===== src/design/assert_macros.svh =====
// Assertion macros shared by the hash table RTL.
// No dependencies; included by files that carry concurrent checks.
`ifndef ASSERT_MACROS_SVH
`define ASSERT_MACROS_SVH

// Property that must hold at every clock edge outside reset.
`define ASSERT_ALWAYS(label, clk, rst, prop, msg) \
   label: assert property (@(posedge clk) disable iff (rst) (prop)) else $error(msg);

// When the antecedent holds, the consequent must hold in the same cycle.
`define ASSERT_IMPLIES(label, clk, rst, ante, cons, msg) \
   label: assert property (@(posedge clk) disable iff (rst) (ante) |-> (cons)) else $error(msg);

`endif


===== src/design/lph_pkg.sv =====
// Shared types and constants for the linear probing hash table.
// No dependencies; used by lph_mod and linear_probe_hash_table.
package lph_pkg;

   localparam int CAPACITY_DEF = 1024;
   localparam int KEY_W        = 31;
   localparam int CFG_W        = 11;
   localparam int SLOT_W       = 10;
   localparam int CSR_ADDR_W   = 4;

   localparam logic [1:0] REG_TABLE_SIZE = 2'd0;

   localparam logic [1:0] OP_INSERT = 2'd0;
   localparam logic [1:0] OP_FIND   = 2'd1;
   localparam logic [1:0] OP_REMOVE = 2'd2;

   localparam logic [1:0] MARK_EMPTY   = 2'd0;
   localparam logic [1:0] MARK_ACTIVE  = 2'd1;
   localparam logic [1:0] MARK_REMOVED = 2'd2;

   typedef struct packed {
      logic [1:0]       mark;
      logic [KEY_W-1:0] key;
   } entry_type;

   localparam int ENTRY_W = $bits(entry_type);

   typedef enum logic [2:0] {
      ST_CLEAR,
      ST_IDLE,
      ST_MOD,
      ST_CHECK,
      ST_RESP
   } state_type;

endpackage


===== src/design/lph_mod.sv =====
// Iterative key modulo table size: restoring remainder, two bits per cycle.
// Depends on lph_pkg (key width).
module lph_mod #(
   parameter int DIV_W = 11
) (
   input  logic                    clock,
   input  logic                    reset,
   input  logic                    start,
   input  logic [lph_pkg::KEY_W-1:0] dividend,
   input  logic [DIV_W-1:0]        divisor,
   output logic                    done,
   output logic [DIV_W-1:0]        remainder
);

   import lph_pkg::*;

   localparam int STEPS = 2;
   localparam int PAD_W = ((KEY_W + STEPS - 1) / STEPS) * STEPS;
   localparam int ITER  = PAD_W / STEPS;
   localparam int CNT_W = (ITER > 1) ? $clog2(ITER) : 1;
   localparam int REM_W = DIV_W + 1;

   logic             busy_ff, busy_in;
   logic             done_ff, done_in;
   logic [CNT_W-1:0] cnt_ff, cnt_in;
   logic [PAD_W-1:0] quo_ff, quo_in;
   logic [REM_W-1:0] rem_ff, rem_in;

   always_comb begin
      logic [REM_W-1:0] t;
      logic [PAD_W-1:0] q;
      t = rem_ff;
      q = quo_ff;
      for (int i = 0; i < STEPS; i++) begin
         t = {t[DIV_W-1:0], q[PAD_W-1]};
         q = {q[PAD_W-2:0], 1'b0};
         if (t >= {1'b0, divisor}) begin
            t = t - {1'b0, divisor};
         end
      end

      busy_in = busy_ff;
      done_in = 1'b0;
      cnt_in  = cnt_ff;
      quo_in  = quo_ff;
      rem_in  = rem_ff;
      if (start) begin
         busy_in = 1'b1;
         cnt_in  = '0;
         quo_in  = PAD_W'(dividend);
         rem_in  = '0;
      end else if (busy_ff) begin
         quo_in = q;
         rem_in = t;
         cnt_in = cnt_ff + CNT_W'(1);
         if (cnt_ff == CNT_W'(ITER - 1)) begin
            busy_in = 1'b0;
            done_in = 1'b1;
         end
      end
   end

   always_ff @(posedge clock) begin
      if (reset) begin
         busy_ff <= 1'b0;
         done_ff <= 1'b0;
      end else begin
         busy_ff <= busy_in;
         done_ff <= done_in;
      end
      cnt_ff <= cnt_in;
      quo_ff <= quo_in;
      rem_ff <= rem_in;
   end

   assign done      = done_ff;
   assign remainder = rem_ff[DIV_W-1:0];

`include "assert_macros.svh"

   `ASSERT_IMPLIES(a_rem_below_divisor, clock, reset, done_ff, rem_ff < {1'b0, divisor}, "remainder not below divisor")
   `ASSERT_IMPLIES(a_no_start_busy, clock, reset, start, !busy_ff, "modulo restarted while busy")

endmodule


===== config.mk =====
export PLATFORM = sky130hd
export DESIGN_NAME = lph_mod
export DESIGN_NICKNAME = d
export VERILOG_FILES = /design/src/design/lph_pkg.sv /design/src/design/lph_mod.sv
export VERILOG_INCLUDE_DIRS = /design/src /design/src/design
export SDC_FILE = /design/constraint.sdc
export NUM_CORES = 1
export LEC_CHECK = 0
export ABC_AREA = 1
export BUFFER_PORTS_ARGS = -buffer_cell sky130_fd_sc_hd__buf_2
export CAP_MARGIN = 25
export CELL_PAD_IN_SITES_DETAIL_PLACEMENT = 1
export CELL_PAD_IN_SITES_GLOBAL_PLACEMENT = 1
export CORE_AREA = 3 3 113 88
export DETAILED_ROUTE_END_ITERATION = 10
export DIE_AREA = 0 0 116 91
export GPL_ROUTABILITY_DRIVEN = 0
export GPL_TIMING_DRIVEN = 0
export PLACE_DENSITY = 0.85
export SYNTH_ARGS = -nofsm -noshare
export SYNTH_HDL_FRONTEND = slang
export SYNTH_SLANG_ARGS = --single-unit

===== constraint.sdc =====
create_clock -name clock -period 4.7 [get_ports clock]
set_clock_uncertainty 0.1 [all_clocks]
set_input_delay 0 -clock clock [delete_from_list [all_inputs] [get_ports clock]]
set_output_delay 0 -clock clock [all_outputs]
set_load 0.02 [all_outputs]

==> impl_metrics.csv <==
group,metric,value,unit
timing,min_period,3.87,ns
die,die_w,116,um
route,route.detailed.drc,0,
layout,nFillCells,1153,
timing,slew_violations,0,
timing,timing.final.crit_share,82.4,%
timing,hold_violations,0,
layout,final_nets,660,
route,wl_per_cell,18.0,um
logic_synthesis,synth_area,0.00354,mm2
logic_synthesis,seq_area_frac_synth,36.5,%
route,num_vias,3579,
timing,max_slew_margin,63.3,%
clock_tree,clk_pin_slew,0.07,ns
timing,hold_slack,0.147,ns
layout,drive_gt1_share,16.1,%
timing,setup-violations-final,0,
power_and_ir_drop,netSwitchingPower,1.22,mW
logic_synthesis,yosys_warnings,0,
power_and_ir_drop,p_int,1.35,mW
route,drt_iter0_markers,166,
global_routing,grt_pass1_vias,3963,
layout,layout_common_cells,"nand2_1, inv_1, buf_2",
die,start_util,39.6,%
critical_path,cp_slowest_cell,"fa_1",
logic_synthesis,yosys.area_share.adder,9.26,%
timing,tightest_slew,0.551,ns
power_and_ir_drop,leakagePower,2.39,nW
power_and_ir_drop,clkPwrFrac,16.9,%
logic_synthesis,synthTopCellsByArea,"edfxtp_1, nand2_1, dfxtp_1",
timing,setup_tns,0,ns
min_path,hp-class,"input port to flop",
critical_path,startpoint_type,"flop",
global_routing,grt_overflow,0,
logic_synthesis,synth_cells,494,
clock_tree,cts.sinks,49,
clock_tree,ctsRootBufferMaster,"clkbuf_16",
min_path,min_path_cells,5,
clock_tree,cts_resized,0,
die,ioPinCount,57,
die,rows,30,
logic_synthesis,synth_compound_area_share,5.45,%
power_and_ir_drop,p_comb_share,60.6,%
global_routing,grtUsageTotal,25.1,%
clock_tree,tritoncts,"yes",
critical_path,cp_max_fo,10,
die,design.core.area,0.00893,mm2
logic_synthesis,syn-num-nets,564,
route,via_per_inst,5.08,
layout,final_common_cell,"nand2_1",
die,die_area,0.0106,mm2
timing,grt_setup_unrepaired,"false",
critical_path,reg2regPathDepth,25,
route,firstDrtPassIters,4,
outcome,status,"completed",
logic_synthesis,synth_xor_area_share,3.22,%
logic_synthesis,synth_top_area_share,26.3,%
layout,syn2layout_area_growth,26.9,%
timing,fmax,0.258,GHz
clock_tree,htree_levels,2,
global_routing,antenna_found_initial,1,
placed_design,dpl_cell_area,0.00398,mm2
logic_synthesis,synth-simple-area-share,36.0,%
power_and_ir_drop,switching_share,47.4,%
global_routing,grt_pass1_wl,20.5,mm
clock_tree,clockBufferDepth,2,
critical_path,critPathMaxStageDelay,0.41,ns
logic_synthesis,synth_top_cell_by_area,"edfxtp_1",
power_and_ir_drop,power_density,571,mW/mm2
die,die_h,91,um
clock_tree,clk-insertion-delay-late,0.30,ns
clock_tree,cts_buffers,5,
logic_synthesis,ys_types,39,
logic_synthesis,syn_avg_cell_area,7.16,um2
power_and_ir_drop,vdd_drop_max,0.000239,V
global_routing,grt_max_degree,25,
placed_design,hpwl,8.59,mm
job,cap_violations,0,
critical_path,crit_type,"flop to flop",
critical_path,endpoint_kind,"flop",
power_and_ir_drop,p_seq_share,22.5,%
logic_synthesis,synth_top_family_by_area,"simple AND/OR/NAND/NOR gates",
route,drt-total-wl,12.7,mm
logic_synthesis,synth.area.mux_share,0,%
layout,design_area,0.00449,mm2
placed_design,portBuffers,55,
logic_synthesis,synth_seq_cells,49,
route,drtAntennaViolNets,0,
critical_path,worstPathArrival,3.97,ns
critical_path,crit_required,4.80,ns
## metal layers
metal	part of all wire [%]	vias to the layer above	track usage [%]	wire, um
li1	-	1748	-	-
met1	44	1710	32.0	5580
met2	48	90	41.8	6130
met3	4.1	31	4.60	516
met4	3.5	0	10.0	444
met5	0	-	0	0
## power groups by stage
stage / Combinational [mW] / Clock (mW) / Sequential [mW]
after floorplan: 1.07 / 0 / 0.601
after detailed placement: 1.48 / 0 / 0.580
final: 1.55 / 0.433 / 0.577
after global placement: 1.40 / 0 / 0.578
after global routing: 1.74 / 0.463 / 0.583
after CTS: 1.52 / 0.429 / 0.572
## cells in the mapped netlist
master     count
a31o_2         1
or2_1          1
o21ai_1        4
buf_4          1
buf_6          2
o2111ai_1      1
nor2_1        21
nand3_4        2
nor3_1         5
a21o_1         2
a31oi_1        1
edfxtp_1      31
nand2_2        9
ha_1          23
dfxtp_1       18
a21oi_1       12
clkbuf_1       7
and3b_1        1
nand2_1      206
inv_2          3
o21a_1         1
xor2_1         6
o21ai_0        7
nand4_1        3
nand3_2        5
xnor2_1        7
nand3b_1       4
fa_1           2
a21oi_4        1
nor4_1         1
o21bai_1       1
nand4_2        1
nand3_1       26
buf_2          2
inv_1         67
nor2_2         3
clkinv_4       1
or2_0          4
a211oi_1       1
## registers in the layout, summed over array words and instances (netlist names)
signal / flops
quo_ff: 32
done: 1
busy_ff: 1
rem_ff: 11
cnt_ff: 4
## timing repair
| action | CTS | global route |
|---|---|---|
| hold buffers | 33 | 0 |
| setup buffers | 0 | 0 |
| hold endpoints to repair | 35 | 0 |
## metrics by stage
stage | total power [mW] | cells | setup slack (ns) | util (%)
floorplan | 1.68 | 494 | 1.48 | -
global placement | 1.98 | 661 | 1.14 | 44.3
detailed placement | 2.06 | 662 | 0.955 | 44.6
CTS | 2.52 | 703 | 0.931 | 50.2
global route | 2.79 | 704 | 0.562 | 50.3
finish | 2.56 | 704 | 0.827 | 50.3
## cells by family after synthesis
logic type	count (synthesis)
DFF	49
and+or+nand+nor	292
xor gates and xnor gates	13
adders and majority gates	25
AOI/OAI and AO/OA	32
buffers and inverters	83
## final cells by class
class	instances	area [um2]	share of cell area, %
multi-input combinational	362	1910	42.5
sequential	49	1290	28.8
timing repair buffer	89	633	14.1
inverter	71	272	6.05
tap	112	140	3.12
clock buffer	6	139	3.09
buffer	12	66.3	1.48
clock inverter	2	36.3	0.808
antenna	1	2.50	0.0557
## worst max-delay path: cells and delay by family, from the launching register on
kind,cells,cell delay [ns]
AND/OR/NAND/NOR,16,1.69
flip-flops,1,0.34
buffers and inverters,6,0.67
adder cells (fa/ha/maj),3,0.96
## worst paths after layout
check / from / endpoint / slack (ns)
hold reg to reg: rem_ff[4]$_SDFFE_PP0P_ / rem_ff[4]$_SDFFE_PP0P_ / 0.40
hold / removal: divisor[0] / rem_ff[0]$_SDFFE_PP0P_ / 0.15
setup reg to reg: quo_ff[31]$_SDFFE_PP0P_ / rem_ff[10]$_SDFFE_PP0P_ / 0.83
setup / recovery: quo_ff[31]$_SDFFE_PP0P_ / rem_ff[10]$_SDFFE_PP0P_ / 0.83
Note: power is estimated with default switching activity, not from simulation.
